**config.mk**
```make
export PLATFORM = sky130hd
export DESIGN_NAME = framed_message_deframer_unit
export DESIGN_NICKNAME = d
export VERILOG_FILES = /design/src/design/tlvd_pkg.sv /design/src/design/framed_message_deframer_unit.sv /design/src/design/tlvd_store.sv /design/src/design/tlvd_emit.sv
export SDC_FILE = /design/constraint.sdc
export NUM_CORES = 1
export LEC_CHECK = 0
export ABC_AREA = 1
export BUFFER_PORTS_ARGS = -buffer_cell sky130_fd_sc_hd__buf_2
export CORE_ASPECT_RATIO = 0.7
export CORE_MARGIN = 2
export CORE_UTILIZATION = 40
export DETAILED_ROUTE_END_ITERATION = 7
export GPL_TIMING_DRIVEN = 0
export PLACE_DENSITY = 0.53
export SLEW_MARGIN = 10
export SYNTH_ARGS = -nofsm -noshare
export SYNTH_HDL_FRONTEND = slang
export SYNTH_SLANG_ARGS = --single-unit
```
**constraint.sdc**
```tcl
create_clock -name aclk -period 4.7 [get_ports aclk]
set_input_delay 0.705 -clock aclk [delete_from_list [all_inputs] [get_ports aclk]]
set_output_delay 0.705 -clock aclk [all_outputs]
set_load 0.03 [all_outputs]
```
**src/design/tlvd_pkg.sv**
```systemverilog
`timescale 1ns / 1ps
// ----------------------------------------------------------------------------
// tlvd_pkg
// Shared types, codes and message tables for the message deframer.
// ----------------------------------------------------------------------------
package tlvd_pkg;

    localparam int TABLE_LEN       = 11;
    localparam int NUM_MSGS        = 11;
    localparam int MAX_PAYLOAD_DEF = 16;
    localparam int CFG_IDX_W       = 1;
    localparam int CFG_DATA_W      = 64;
    localparam logic [3:0] NO_ENTRY = 4'd15;

    typedef enum logic [CFG_IDX_W-1:0] {
        REG_IDS_LOW  = 1'b0,
        REG_IDS_HIGH = 1'b1
    } cfg_reg_t;

    typedef enum logic [1:0] {
        STAT_FIELD   = 2'd0,
        STAT_UNKNOWN = 2'd1,
        STAT_LENGTH  = 2'd2,
        STAT_LINK    = 2'd3
    } status_t;

    typedef enum logic [1:0] {
        KIND_BYTE = 2'd0,
        KIND_HALF = 2'd1,
        KIND_WORD = 2'd2
    } kind_t;

    typedef enum logic {
        FRM_RECV,
        FRM_EMIT
    } frm_state_t;

    typedef enum logic [1:0] {
        EM_IDLE,
        EM_READ,
        EM_ACC,
        EM_PUSH
    } em_state_t;

    typedef struct packed {
        logic [7:0] data_byte;
        logic       link_lost;
    } in_item_t;

    typedef struct packed {
        status_t     status;
        logic [7:0]  message_id;
        logic [3:0]  table_entry;
        logic [3:0]  field_number;
        kind_t       field_kind;
        logic [31:0] field_value;
        logic        last;
    } out_item_t;

    // payload size in bytes per table entry
    function automatic logic [4:0] entry_size(input logic [3:0] entry);
        logic [4:0] sz;
        case (entry)
            4'd0, 4'd1:       sz = 5'd9;
            4'd2, 4'd3, 4'd4: sz = 5'd1;
            4'd5, 4'd6, 4'd7: sz = 5'd8;
            4'd8:             sz = 5'd5;
            4'd9:             sz = 5'd16;
            4'd10:            sz = 5'd10;
            default:          sz = 5'd0;
        endcase
        return sz;
    endfunction

    // index of the final field per table entry
    function automatic logic [3:0] last_field(input logic [3:0] entry);
        logic [3:0] lf;
        case (entry)
            4'd0, 4'd1:       lf = 4'd2;
            4'd2, 4'd3, 4'd4: lf = 4'd0;
            4'd5, 4'd6, 4'd7: lf = 4'd1;
            4'd8:             lf = 4'd4;
            4'd9:             lf = 4'd15;
            4'd10:            lf = 4'd2;
            default:          lf = 4'd0;
        endcase
        return lf;
    endfunction

    function automatic kind_t field_kind_of(input logic [3:0] entry,
                                            input logic [3:0] fnum);
        kind_t k;
        case (entry)
            4'd0, 4'd1:       k = (fnum < 4'd2) ? KIND_WORD : KIND_BYTE;
            4'd5, 4'd6, 4'd7: k = KIND_WORD;
            4'd10:            k = (fnum == 4'd0) ? KIND_HALF : KIND_WORD;
            default:          k = KIND_BYTE;
        endcase
        return k;
    endfunction

    function automatic logic [1:0] kind_bytes_m1(input kind_t k);
        logic [1:0] n;
        case (k)
            KIND_HALF: n = 2'd1;
            KIND_WORD: n = 2'd3;
            default:   n = 2'd0;
        endcase
        return n;
    endfunction

endpackage

```
**src/design/framed_message_deframer_unit.sv**
```systemverilog
`timescale 1ns / 1ps
// A drop or link-lost item is in the output register the cycle after its input
//   is taken.
// Field drain after the last payload byte: each byte is read from the store (single
//   read port) and shifted in; each assembled field waits for the output register.
// Throughput: one input item per cycle while the output drains, not during emission.
// Reset: synchronous, active low; clears framing, config and sequencer, not the store.
// ----------------------------------------------------------------------------
// framed_message_deframer_unit
// Id / 16-bit length / payload deframer with a configurable id table.
// Known payloads are buffered in the store and emitted field by field.
// ----------------------------------------------------------------------------
module framed_message_deframer_unit #(
    parameter int MAX_PAYLOAD = tlvd_pkg::MAX_PAYLOAD_DEF
) (
    input  logic                                aclk,
    input  logic                                aresetn,
    // configuration writes
    input  logic                                cfg_wr_en,
    input  logic [tlvd_pkg::CFG_IDX_W-1:0]      cfg_index,
    input  logic [tlvd_pkg::CFG_DATA_W-1:0]     cfg_wdata,
    // input bytes
    input  logic                                s_valid,
    output logic                                s_ready,
    input  tlvd_pkg::in_item_t                  s_item,
    // result items
    output logic                                m_valid,
    input  logic                                m_ready,
    output tlvd_pkg::out_item_t                 m_item
);

    localparam int AW = $clog2(MAX_PAYLOAD);

    // config registers
    logic [63:0] ids_low_reg;
    logic [23:0] ids_high_reg;

    // framing state
    tlvd_pkg::frm_state_t state_reg, state_next;
    logic [1:0]  hdr_count_reg, hdr_count_next;
    logic [7:0]  held_id_reg, held_id_next;
    logic [15:0] held_length_reg, held_length_next;
    logic [15:0] remaining_reg, remaining_next;
    logic [3:0]  matched_entry_reg, matched_entry_next;
    logic        dropping_reg, dropping_next;
    logic [AW-1:0] pay_pos_reg, pay_pos_next;

    // output register
    logic                m_valid_reg, m_valid_next;
    tlvd_pkg::out_item_t m_item_reg, m_item_next;

    // internal wires
    logic        s_fire;
    logic        out_free;
    logic        res_valid;
    tlvd_pkg::out_item_t res_item;
    logic [15:0] full_len;
    logic [3:0]  lookup_entry;
    logic [7:0]  entry_ids [tlvd_pkg::TABLE_LEN];
    logic        st_wr_en;
    logic        st_rd_en;
    logic [AW-1:0] st_rd_addr;
    logic [7:0]  st_rd_data;
    logic        emit_start;
    logic        fld_valid;
    logic        fld_ack;
    tlvd_pkg::out_item_t fld_item;

    // ------------------------------------------------------------------
    // configuration
    // ------------------------------------------------------------------
    always_ff @(posedge aclk) begin
        if (!aresetn) begin
            ids_low_reg  <= 64'd0;
            ids_high_reg <= 24'd0;
        end else if (cfg_wr_en) begin
            case (tlvd_pkg::cfg_reg_t'(cfg_index))
                tlvd_pkg::REG_IDS_LOW:  ids_low_reg  <= cfg_wdata;
                tlvd_pkg::REG_IDS_HIGH: ids_high_reg <= cfg_wdata[23:0];
                default: ;
            endcase
        end
    end

    // ------------------------------------------------------------------
    // id lookup: lowest matching entry below NUM_MSGS wins
    // ------------------------------------------------------------------
    assign full_len = {held_length_reg[15:8], s_item.data_byte};

    always_comb begin
        for (int i = 0; i < tlvd_pkg::TABLE_LEN; i++) begin
            if (i < 8) begin
                entry_ids[i] = ids_low_reg[8*(i%8) +: 8];
            end else begin
                entry_ids[i] = ids_high_reg[8*((i-8)%3) +: 8];
            end
        end
        lookup_entry = tlvd_pkg::NO_ENTRY;
        for (int i = tlvd_pkg::TABLE_LEN - 1; i >= 0; i--) begin
            if (i < tlvd_pkg::NUM_MSGS && entry_ids[i] == held_id_reg) begin
                lookup_entry = 4'(i);
            end
        end
    end

    // ------------------------------------------------------------------
    // framing
    // ------------------------------------------------------------------
    assign out_free = !m_valid_reg || m_ready;
    assign s_ready  = (state_reg == tlvd_pkg::FRM_RECV) && out_free;
    assign s_fire   = s_valid && s_ready;

    always_ff @(posedge aclk) begin
        if (!aresetn) begin
            state_reg         <= tlvd_pkg::FRM_RECV;
            hdr_count_reg     <= 2'd0;
            held_id_reg       <= 8'd0;
            held_length_reg   <= 16'd0;
            remaining_reg     <= 16'd0;
            matched_entry_reg <= tlvd_pkg::NO_ENTRY;
            dropping_reg      <= 1'b0;
            pay_pos_reg       <= '0;
            m_valid_reg       <= 1'b0;
        end else begin
            state_reg         <= state_next;
            hdr_count_reg     <= hdr_count_next;
            held_id_reg       <= held_id_next;
            held_length_reg   <= held_length_next;
            remaining_reg     <= remaining_next;
            matched_entry_reg <= matched_entry_next;
            dropping_reg      <= dropping_next;
            pay_pos_reg       <= pay_pos_next;
            m_valid_reg       <= m_valid_next;
        end
        m_item_reg <= m_item_next;
    end

    always_comb begin
        state_next         = state_reg;
        hdr_count_next     = hdr_count_reg;
        held_id_next       = held_id_reg;
        held_length_next   = held_length_reg;
        remaining_next     = remaining_reg;
        matched_entry_next = matched_entry_reg;
        dropping_next      = dropping_reg;
        pay_pos_next       = pay_pos_reg;
        st_wr_en           = 1'b0;
        emit_start         = 1'b0;
        res_valid          = 1'b0;
        res_item.status       = tlvd_pkg::STAT_LINK;
        res_item.message_id   = held_id_reg;
        res_item.table_entry  = tlvd_pkg::NO_ENTRY;
        res_item.field_number = 4'd0;
        res_item.field_kind   = tlvd_pkg::KIND_BYTE;
        res_item.field_value  = 32'd0;
        res_item.last         = 1'b1;

        if (s_fire) begin
            if (s_item.link_lost) begin
                hdr_count_next     = 2'd0;
                remaining_next     = 16'd0;
                dropping_next      = 1'b0;
                matched_entry_next = tlvd_pkg::NO_ENTRY;
                res_valid          = 1'b1;
            end else begin
                case (hdr_count_reg)
                    2'd0: begin
                        held_id_next   = s_item.data_byte;
                        hdr_count_next = 2'd1;
                    end
                    2'd1: begin
                        held_length_next = {s_item.data_byte, 8'd0};
                        hdr_count_next   = 2'd2;
                    end
                    2'd2: begin
                        held_length_next   = full_len;
                        remaining_next     = full_len;
                        matched_entry_next = lookup_entry;
                        pay_pos_next       = '0;
                        if (lookup_entry != tlvd_pkg::NO_ENTRY &&
                            full_len == {11'd0, tlvd_pkg::entry_size(lookup_entry)}) begin
                            dropping_next  = 1'b0;
                            hdr_count_next = 2'd3;
                        end else begin
                            // unknown id or size mismatch: report and skip
                            res_valid            = 1'b1;
                            res_item.status      = (lookup_entry == tlvd_pkg::NO_ENTRY) ?
                                                   tlvd_pkg::STAT_UNKNOWN :
                                                   tlvd_pkg::STAT_LENGTH;
                            res_item.table_entry = lookup_entry;
                            dropping_next        = (full_len != 16'd0);
                            hdr_count_next       = (full_len == 16'd0) ? 2'd0 : 2'd3;
                        end
                    end
                    default: begin
                        // payload byte
                        st_wr_en     = !dropping_reg;
                        pay_pos_next = pay_pos_reg + {{(AW-1){1'b0}}, 1'b1};
                        if (remaining_reg != 16'd0) begin
                            remaining_next = remaining_reg - 16'd1;
                        end
                        if (remaining_reg <= 16'd1) begin
                            hdr_count_next = 2'd0;
                            if (dropping_reg) begin
                                dropping_next = 1'b0;
                            end else begin
                                emit_start = 1'b1;
                                state_next = tlvd_pkg::FRM_EMIT;
                            end
                        end
                    end
                endcase
            end
        end

        // emission done once the final field is taken into the output register
        if (state_reg == tlvd_pkg::FRM_EMIT && fld_ack && fld_item.last) begin
            state_next = tlvd_pkg::FRM_RECV;
        end
    end

    // ------------------------------------------------------------------
    // output register: framing results and field results never coincide
    // ------------------------------------------------------------------
    assign fld_ack = fld_valid && out_free;

    always_comb begin
        m_valid_next = m_valid_reg;
        m_item_next  = m_item_reg;
        if (res_valid) begin
            m_valid_next = 1'b1;
            m_item_next  = res_item;
        end else if (fld_ack) begin
            m_valid_next = 1'b1;
            m_item_next  = fld_item;
        end else if (m_ready) begin
            m_valid_next = 1'b0;
        end
    end

    assign m_valid = m_valid_reg;
    assign m_item  = m_item_reg;

    // ------------------------------------------------------------------
    // payload store and field sequencer
    // ------------------------------------------------------------------
    tlvd_store #(
        .DEPTH (MAX_PAYLOAD)
    ) u_store (
        .aclk    (aclk),
        .wr_en   (st_wr_en),
        .wr_addr (pay_pos_reg),
        .wr_data (s_item.data_byte),
        .rd_en   (st_rd_en),
        .rd_addr (st_rd_addr),
        .rd_data (st_rd_data)
    );

    tlvd_emit #(
        .MAX_PAYLOAD (MAX_PAYLOAD)
    ) u_emit (
        .aclk       (aclk),
        .aresetn    (aresetn),
        .start      (emit_start),
        .entry      (matched_entry_reg),
        .message_id (held_id_reg),
        .rd_en      (st_rd_en),
        .rd_addr    (st_rd_addr),
        .rd_data    (st_rd_data),
        .fld_valid  (fld_valid),
        .fld_item   (fld_item),
        .fld_ack    (fld_ack)
    );

    // ------------------------------------------------------------------
    // assertions
    // ------------------------------------------------------------------
    a_no_input_while_emit: assert property (@(posedge aclk) disable iff (!aresetn)
        state_reg == tlvd_pkg::FRM_EMIT |-> !s_ready)
        else $error("input taken during field emission");

    a_fields_only_in_emit: assert property (@(posedge aclk) disable iff (!aresetn)
        fld_valid |-> state_reg == tlvd_pkg::FRM_EMIT)
        else $error("field result outside emission");

    a_dropping_in_payload: assert property (@(posedge aclk) disable iff (!aresetn)
        dropping_reg |-> hdr_count_reg == 2'd3)
        else $error("dropping outside payload phase");

    a_known_entry_in_payload: assert property (@(posedge aclk) disable iff (!aresetn)
        (hdr_count_reg == 2'd3 && !dropping_reg) |->
            matched_entry_reg < tlvd_pkg::NUM_MSGS)
        else $error("buffered payload without a table entry");

    a_emit_start_on_last_byte: assert property (@(posedge aclk) disable iff (!aresetn)
        emit_start |=> state_reg == tlvd_pkg::FRM_EMIT && hdr_count_reg == 2'd0)
        else $error("emission start without framing reset");

endmodule

```
**src/design/tlvd_store.sv**
```systemverilog
`timescale 1ns / 1ps
// ----------------------------------------------------------------------------
// tlvd_store
// Payload byte store: one write port, one read port, registered read data.
// ----------------------------------------------------------------------------
module tlvd_store #(
    parameter int DEPTH = tlvd_pkg::MAX_PAYLOAD_DEF
) (
    input  logic                     aclk,
    input  logic                     wr_en,
    input  logic [$clog2(DEPTH)-1:0] wr_addr,
    input  logic [7:0]               wr_data,
    input  logic                     rd_en,
    input  logic [$clog2(DEPTH)-1:0] rd_addr,
    output logic [7:0]               rd_data
);

    logic [7:0] mem [DEPTH];
    logic [7:0] rd_data_reg;

    always_ff @(posedge aclk) begin
        if (wr_en) begin
            mem[wr_addr] <= wr_data;
        end
        if (rd_en) begin
            rd_data_reg <= mem[rd_addr];
        end
    end

    assign rd_data = rd_data_reg;

endmodule

```
**src/design/tlvd_emit.sv**
```systemverilog
`timescale 1ns / 1ps
// ----------------------------------------------------------------------------
// tlvd_emit
// Field sequencer: walks the stored payload byte by byte and assembles
// big-endian fields, one result item per field.
// ----------------------------------------------------------------------------
module tlvd_emit #(
    parameter int MAX_PAYLOAD = tlvd_pkg::MAX_PAYLOAD_DEF
) (
    input  logic                           aclk,
    input  logic                           aresetn,
    input  logic                           start,
    input  logic [3:0]                     entry,
    input  logic [7:0]                     message_id,
    output logic                           rd_en,
    output logic [$clog2(MAX_PAYLOAD)-1:0] rd_addr,
    input  logic [7:0]                     rd_data,
    output logic                           fld_valid,
    output tlvd_pkg::out_item_t            fld_item,
    input  logic                           fld_ack
);

    localparam int AW = $clog2(MAX_PAYLOAD);

    tlvd_pkg::em_state_t state_reg, state_next;
    logic [3:0]  entry_reg, entry_next;
    logic [3:0]  field_reg, field_next;
    logic [1:0]  byte_reg, byte_next;
    logic [AW-1:0] pos_reg, pos_next;
    logic [31:0] acc_reg, acc_next;
    tlvd_pkg::kind_t kind;
    logic        is_last;

    assign kind    = tlvd_pkg::field_kind_of(entry_reg, field_reg);
    assign is_last = (field_reg == tlvd_pkg::last_field(entry_reg));

    always_ff @(posedge aclk) begin
        if (!aresetn) begin
            state_reg <= tlvd_pkg::EM_IDLE;
        end else begin
            state_reg <= state_next;
        end
        entry_reg <= entry_next;
        field_reg <= field_next;
        byte_reg  <= byte_next;
        pos_reg   <= pos_next;
        acc_reg   <= acc_next;
    end

    always_comb begin
        state_next = state_reg;
        entry_next = entry_reg;
        field_next = field_reg;
        byte_next  = byte_reg;
        pos_next   = pos_reg;
        acc_next   = acc_reg;
        rd_en      = 1'b0;
        fld_valid  = 1'b0;
        case (state_reg)
            tlvd_pkg::EM_IDLE: begin
                if (start) begin
                    entry_next = entry;
                    field_next = 4'd0;
                    byte_next  = 2'd0;
                    pos_next   = '0;
                    acc_next   = 32'd0;
                    state_next = tlvd_pkg::EM_READ;
                end
            end
            tlvd_pkg::EM_READ: begin
                rd_en      = 1'b1;
                state_next = tlvd_pkg::EM_ACC;
            end
            tlvd_pkg::EM_ACC: begin
                acc_next = {acc_reg[23:0], rd_data};
                pos_next = pos_reg + {{(AW-1){1'b0}}, 1'b1};
                if (byte_reg == tlvd_pkg::kind_bytes_m1(kind)) begin
                    byte_next  = 2'd0;
                    state_next = tlvd_pkg::EM_PUSH;
                end else begin
                    byte_next  = byte_reg + 2'd1;
                    state_next = tlvd_pkg::EM_READ;
                end
            end
            tlvd_pkg::EM_PUSH: begin
                fld_valid = 1'b1;
                if (fld_ack) begin
                    acc_next = 32'd0;
                    if (is_last) begin
                        state_next = tlvd_pkg::EM_IDLE;
                    end else begin
                        field_next = field_reg + 4'd1;
                        state_next = tlvd_pkg::EM_READ;
                    end
                end
            end
            default: begin
                state_next = tlvd_pkg::EM_IDLE;
            end
        endcase
    end

    assign rd_addr = pos_reg;

    always_comb begin
        fld_item.status       = tlvd_pkg::STAT_FIELD;
        fld_item.message_id   = message_id;
        fld_item.table_entry  = entry_reg;
        fld_item.field_number = field_reg;
        fld_item.field_kind   = kind;
        fld_item.field_value  = acc_reg;
        fld_item.last         = is_last;
    end

endmodule
```
## Word level (Yosys, flattened, before mapping)

Memory sizes are Yosys's and may differ from the RTL's. A register that Yosys moved wholly into a read port is not among the register bits.
Cells that the tools add are included.

| storage, ports and cells | value |
|---|---|
| register bits after elaboration | 234 |
| memory bits (writable) | 128 |
| bits in read-only memories | 144 |
| output and inout port bits | 55 |
| word-level logic and storage cells | 201 |
| memories kept | 3 |

Memories:

| name | words | bits a word | read ports | clocked after memory_dff | write ports | line | source |
|---|---|---|---|---|---|---|---|
| u_store.mem | 16 | 8 | 1 | 1 | 1 | tlvd_store.sv:18 | `logic [7:0] mem [DEPTH];` |
| (no name shown) | 16 | 5 | 1 | 0 | 0 | tlvd_pkg.sv:63 | `case (entry)` |
| (no name shown) | 16 | 4 | 1 | 1 | 0 | tlvd_pkg.sv:78 | `case (entry)` |

| operators by class | value |
|---|---|
| add/subtract/negate cells | 5 |
| magnitude comparators | 2 |
| equality and inequality tests | 32 |
| mux-type cells | 82 |
| bitwise logic cells | 8 |
| reductions and logical operators | 45 |

Operators by type and width:

| kind | number |
|---|---|
| 2-to-1 mux 53 bit | 2 |
| case mux 32 bit (3 select lines) | 1 |
| equality test 8 bit | 11 |
| 2-to-1 mux 4 bit | 20 |
| 2-to-1 mux 32 bit | 2 |
| case mux 16 bit (2 select lines) | 2 |
| 2-to-1 mux 2 bit | 17 |
| 2-to-1 mux 16 bit | 2 |
| nonzero test 16 bit | 2 |
| case mux 4 bit (2 select lines) | 3 |
| 2-to-1 mux 1 bit | 23 |
| equality test 16 x 5 -> 1 bit | 1 |
| <= comparator 16 x 1 -> 1 bit, second input constant | 1 |
| logical NOT 16 bit | 1 |
| subtractor 16 x 1 -> 16 bit, second input constant | 1 |
| 2-to-1 mux 5 bit | 3 |
| AND reduction 3 bit | 5 |
| AND reduction 2 bit | 7 |
| adder 4 x 1 -> 4 bit, second input constant | 3 |
| equality test 4 x 3 -> 1 bit, second input constant | 3 |
| case mux 2 bit (3 select lines) | 2 |
| nonzero test 3 bit | 4 |
| equality test 2 bit, second input constant | 4 |
| equality test 4 bit, second input constant | 2 |
| 25 further kinds | 52 |

## Logic depth before layout (Yosys ltp)

An unclocked memory read counts as a cell.

| depth | value |
|---|---|
| word-level depth | 23 |
| depth in mapped cells | 31 |

## Modules after synthesis

Synthesis repeated with hierarchy kept, for this count alone.

| unflattened totals | value |
|---|---|
| cells, all modules | 2020 |
| area total of the unflattened synthesis | 17320.4 sq um |

By module, submodules not included:

| module | times used | cells each | area an instance (sq um) |
|---|---|---|---|
| framed_message_deframer_unit | 1 | 1224 | 9039.9 |
| tlvd_store | 1 | 551 | 5846.9 |
| tlvd_emit | 1 | 245 | 2433.6 |

## Worst setup path after synthesis

Ideal clock, no wire load.

| timing path | value |
|---|---|
| path kind | input-to-reg |
| from | input port m_ready |
| to | register u_emit.acc_reg[0] (enable) |
| setup time | 421 ps |
| arrival time | 3547 ps |
| data required time | 4279 ps |
| setup slack | 732 ps |
| stages on the path | 9 |
| buffers on the path | 0 |
| path through | nor2_1 -> nor2_1 -> nand2_1 -> nor2_1 -> inv_1 -> nor4_1 -> or2_2 -> nand2_1 -> nor2_1 |

| on the way | value |
|---|---|
| cells in the longest elaborated chain, start to end | 6 |

RTL lines:

| item | line | source |
|---|---|---|
| start: declaration | framed_message_deframer_unit.sv:28 | `input logic m_ready,` |
| logical OR 1 bit | framed_message_deframer_unit.sv:109 | `assign out_free = !m_valid_reg \|\| m_ready;` |
| logical AND 1 bit | framed_message_deframer_unit.sv:110 | `assign s_ready = (state_reg == tlvd_pkg::FRM_RECV) && out_free;` |
| named net s_ready | framed_message_deframer_unit.sv:24 | `output logic s_ready,` |
| logical AND 1 bit | framed_message_deframer_unit.sv:111 | `assign s_fire = s_valid && s_ready;` |
| 2-to-1 mux 1 bit | framed_message_deframer_unit.sv:158 | `if (s_fire) begin` |
| inequality test 2 bit (no source line) | n/a |  |
| AND reduction 3 bit (no source line) | n/a |  |
| end signal: assignment | tlvd_emit.sv:47 | `acc_reg <= acc_next;` |
| end: declaration | tlvd_emit.sv:30 | `logic [31:0] acc_reg, acc_next;` |

The timed path passes the listed nets, and every way through them passes these cells.
A chain may end at the register's enable or synchronous reset.

## Worst setup path after layout

| timing path | value |
|---|---|
| from | register held_id_reg[5] |
| to | register m_item_reg (netlist bit m_item[42]) (enable) |

| on the way | value |
|---|---|
| cells in the longest elaborated chain, start to end | 23 |

RTL lines:

| item | line | source |
|---|---|---|
| start: declaration | framed_message_deframer_unit.sv:41 | `logic [7:0] held_id_reg, held_id_next;` |
| start signal: assignment | framed_message_deframer_unit.sv:127 | `held_id_reg <= held_id_next;` |
| equality test 8 bit | framed_message_deframer_unit.sv:100 | `if (i < tlvd_pkg::NUM_MSGS && entry_ids[i] == held_id_reg) begin` |
| 2-to-1 mux 3 bit | framed_message_deframer_unit.sv:100 |  |
| 2-to-1 mux 4 bit (9 in series) | framed_message_deframer_unit.sv:100 |  |
| 2-to-1 mux 4 bit * | framed_message_deframer_unit.sv:100 |  |
| memory (16 x 5 bit) | n/a |  |
| 2-to-1 mux 5 bit | framed_message_deframer_unit.sv:166 | `case (hdr_count_reg)` |
| 2-to-1 mux 5 bit | framed_message_deframer_unit.sv:159 | `if (s_item.link_lost) begin` |
| 2-to-1 mux 5 bit | framed_message_deframer_unit.sv:158 |  |
| equality test 16 x 5 -> 1 bit | framed_message_deframer_unit.sv:181 | `full_len == {11'd0, tlvd_pkg::entry_size(lookup_entry)}) begin` |
| logical AND 1 bit * | framed_message_deframer_unit.sv:180 | `if (lookup_entry != tlvd_pkg::NO_ENTRY &&` |
| 2-to-1 mux 1 bit * | framed_message_deframer_unit.sv:180 |  |
| 2-to-1 mux 1 bit * | framed_message_deframer_unit.sv:166 |  |
| 2-to-1 mux 1 bit * | framed_message_deframer_unit.sv:159 |  |
| 2-to-1 mux 1 bit * | framed_message_deframer_unit.sv:158 |  |
| nonzero test 2 bit (no source line) * | n/a |  |
| end signal: assignment | framed_message_deframer_unit.sv:135 | `m_item_reg <= m_item_next;` |
| end: declaration | framed_message_deframer_unit.sv:50 | `tlvd_pkg::out_item_t m_item_reg, m_item_next;` |

Mark *: on every way between the ends. The rest lies on a longest branch, timed or not. The select of a mux whose other input is x is not followed.

==> impl_metrics.yaml <==
layout:
  multi_input_area_um2: 6017
  largest_register_ffs: 128
  nFillCells: 3932
  drive_gt1_frac: 0.1388
  finalNetCount: 2067
  seq_area_um2: 9449
  instances_no_fill: 2548
  final_common_cell: "nor2_1"
  most-common-layout-cells: "357 x nor2_1, 223 x nand2_1, 223 x o21ai_0, 196 x edfxtp_1, 178 x dfxtp_1"
  area_growth_pct: 16.04
routing:
  vias_per_cell: 5.115
  routed_wl_um: 46600
  wl_per_cell_um: 18.29
  detail_route.iter0.violations: 1186
  antenna_left: 0
  drc_errors: 0
  vias: 13030
  first_pass_iters: 5
floorplanning:
  io_pins: 134
  num_rows: 62
  die_y_um: 173.5
  initial_core_util: 0.4030
  core-area_um2: 40730
  die_area_um2: 42690
  die_w_um: 246.1
yosys:
  synth_edf_count: 196
  ys_seq_area_frac: 0.5757
  synth_area_per_cell_um2: 9.143
  synthCells: 1795
  synth_flop_cell: "edfxtp_1"
  synth_seq_cells: 374
  ys_warn_count: 0
  synth_area_um2: 16410
  syn_nets: 1891
  synthArstFlopShare: 0
  ys_types: 50
run_status:
  outcome: "complete, no violations"
clocking:
  post_cts_resized: 0
  cts_num_sinks: 374
  clk_path_buf_depth: 3
  clk-insertion-delay-late_ps: 550
  post-cts-setup-buffers: 0
  hold_buffers: 0
  htree_levels: 2
  cts_buffers: 41
  clkTransAtPathRegs_ps: 60
  cts_tree: "built"
  root_buffer: "clkbuf_16"
placed_design:
  dpl.hpwl_um: 33040
  port_buffers: 132
  place_inst: 2472
  dp_slack_ps: 671.7
  gp_congestion: 0.9120
grt:
  grt_pass1_wl_um: 70630
  antenna_found_initial: 2
  grt-ovfl-total: 0
  grt_pass1_vias: 12100
  grtUsageTotal: 0.2162
  grt_max_degree: 22
worst_hold_path:
  whs_endpoint: "ids_low_reg[26]"
  hold_path_depth: 3
  hp-start: "cfg_wdata[26]"
  hold_class: "input pin to register"
timing:
  clock_skew_ps: 19.07
  fin_crit_sh: 0.8785
  rsz0062_at_grt: "no"
  min_period_ps: 4129
  final.setup.worst_slack_ps: 571.0
  relSlewSlack: 0.3821
  max_slew.worst_pin.slew_ps: 923.4
  setup_violations: 0
  timing.fmax_mhz: 242.2
  drv_slew: 0
  hold_slack_ps: 383.2
  final_hold_viol_count: 0
  tns_ps: 0
pwr:
  power.density_nw_per_um2: 390.9
  power_mw: 7.445
  peakVddDrop_mv: 0.2270
  power.leakage_nw: 7.624
critical_path:
  critPathTopFamily: "simple AND/OR/NAND/NOR gates"
  end_kind: "register"
  r2r_slack_ps: 570
  crit_fanout: 14
  worst-path-buf-inv: 4
  cp_data_arrival_time_ps: 4250
  critPathLaunch: "held_id_reg[5]"
  slowest_delay_ps: 580
  worstSetupPathType: "register to register"
  crit_top_cell: "nand2_1"
  worstPathCellList: "buf_4 -> xnor2_1 -> nand2_1 -> nor2_1 -> nand2_1 -> nand2_1 -> nand3_1 -> nand3_1 -> a21oi_4 -> inv_2 -> nor2_2 -> nand2_2 -> nand2_1 -> nand2_1 -> inv_1 -> nand3_1 -> nor2_2 -> nand3_2 -> nand2_2 -> nand2_2 -> nand2_4 -> buf_4 -> nand2_1"
  cp_data_required_time_ps: 4820
  r2r-start: "held_id_reg[5]"
  timing.critical_path.depth: 23
  start_kind: "register"
  worst_r2r_path_depth: 23
  r2r_end: "m_item[42]"
  cp_slowest_cell: "dfxtp_1"
run:
  cap_viol_max_count: 0
==> routing by layer <==
metal / wire, um / global-route usage / vias up
li1: - / - / 6366
met2: 18620 / 0.2956 / 370
met5: 0 / 0 / -
met1: 23660 / 0.3433 / 6231
met4: 856 / 0.05152 / 0
met3: 3455 / 0.04505 / 66
==> per-stage QoR <==
step	util	cell area, um^2
after floorplan	-	16410
after global placement	0.4359	17750
after detailed placement	0.4368	17790
after CTS	0.4676	19040
after global routing	0.4676	19040
final	0.4676	19040
==> cell families after synthesis <==
family / count (synthesis) / synth area share
flops: 374 / 0.5757
xor+xnor: 80 / 0.04269
compound gates: 391 / 0.1314
fa+ha+maj: 17 / 0.01296
mux: 1 / 0.0006099
simple gates: 704 / 0.1785
buf+inv: 228 / 0.05809
==> Yosys cell counts (2+ instances only) <==
| cell type | count | share of area |
|---|---|---|
| a211oi_1 | 7 | 0.0032 |
| a21boi_0 | 2 | 0.00091 |
| a21oi_1 | 82 | 0.025 |
| a21oi_2 | 11 | 0.0059 |
| a221oi_1 | 2 | 0.0011 |
| a22oi_1 | 3 | 0.0014 |
| a31oi_1 | 3 | 0.0011 |
| buf_1 | 4 | 0.00091 |
| buf_4 | 3 | 0.0014 |
| buf_6 | 11 | 0.0075 |
| clkbuf_1 | 71 | 0.016 |
| clkinv_1 | 2 | 0.00046 |
| dfxtp_1 | 178 | 0.22 |
| edfxtp_1 | 196 | 0.36 |
| ha_1 | 17 | 0.013 |
| inv_1 | 128 | 0.029 |
| inv_2 | 7 | 0.0016 |
| nand2_1 | 223 | 0.051 |
| nand2_2 | 5 | 0.0019 |
| nand2_4 | 2 | 0.0014 |
| nand3_1 | 31 | 0.0095 |
| nand3_2 | 2 | 0.0012 |
| nand3b_1 | 2 | 0.00091 |
| nand4_1 | 13 | 0.0050 |
| nand4_2 | 2 | 0.0015 |
| nor2_1 | 358 | 0.082 |
| nor2_2 | 34 | 0.013 |
| nor3_1 | 12 | 0.0037 |
| nor4_1 | 7 | 0.0027 |
| o211ai_1 | 5 | 0.0023 |
| o21ai_0 | 223 | 0.068 |
| o221ai_1 | 3 | 0.0016 |
| o22ai_1 | 40 | 0.015 |
| o311ai_0 | 3 | 0.0016 |
| or2_1 | 4 | 0.0015 |
| or2_2 | 7 | 0.0027 |
| xnor2_1 | 29 | 0.015 |
| xor2_1 | 51 | 0.027 |
==> power by group <==
part | total [mW] | internal, mW | switching, mW | leakage [nW]
Sequential | 3.55 | 3.50 | 0.0543 | 3.23
Clock | 3.07 | 1.74 | 1.34 | 0.614
Combinational | 0.816 | 0.266 | 0.550 | 3.78
==> area by class of cell <==
cell class	count	area share
Antenna cell	1	0.0001314
Tap cell	544	0.03574
Clock buffer	63	0.06202
Multi-Input combinational cell	1193	0.3159
Sequential cell	374	0.4962
Inverter	138	0.02733
Buffer	90	0.02273
Timing Repair Buffer	133	0.03613
Clock inverter	12	0.003811
==> worst max path at each step <==
| stage | to | slack (ps) |
|---|---|---|
| floorplan | u_emit.acc_reg[0] | 730 |
| CTS | m_item[42] | 650 |
| detailed placement | m_item[42] | 670 |
| finish | m_item[42] | 570 |
| global route | m_item[39] | 350 |
| global placement | u_emit.acc_reg[29] | -290 |
==> worst min-delay path, stage by stage <==
cell and delay, ps:
buf_2 70, nor2_1 30, nor2_1 80
Power figures use the tool's default switching activity.
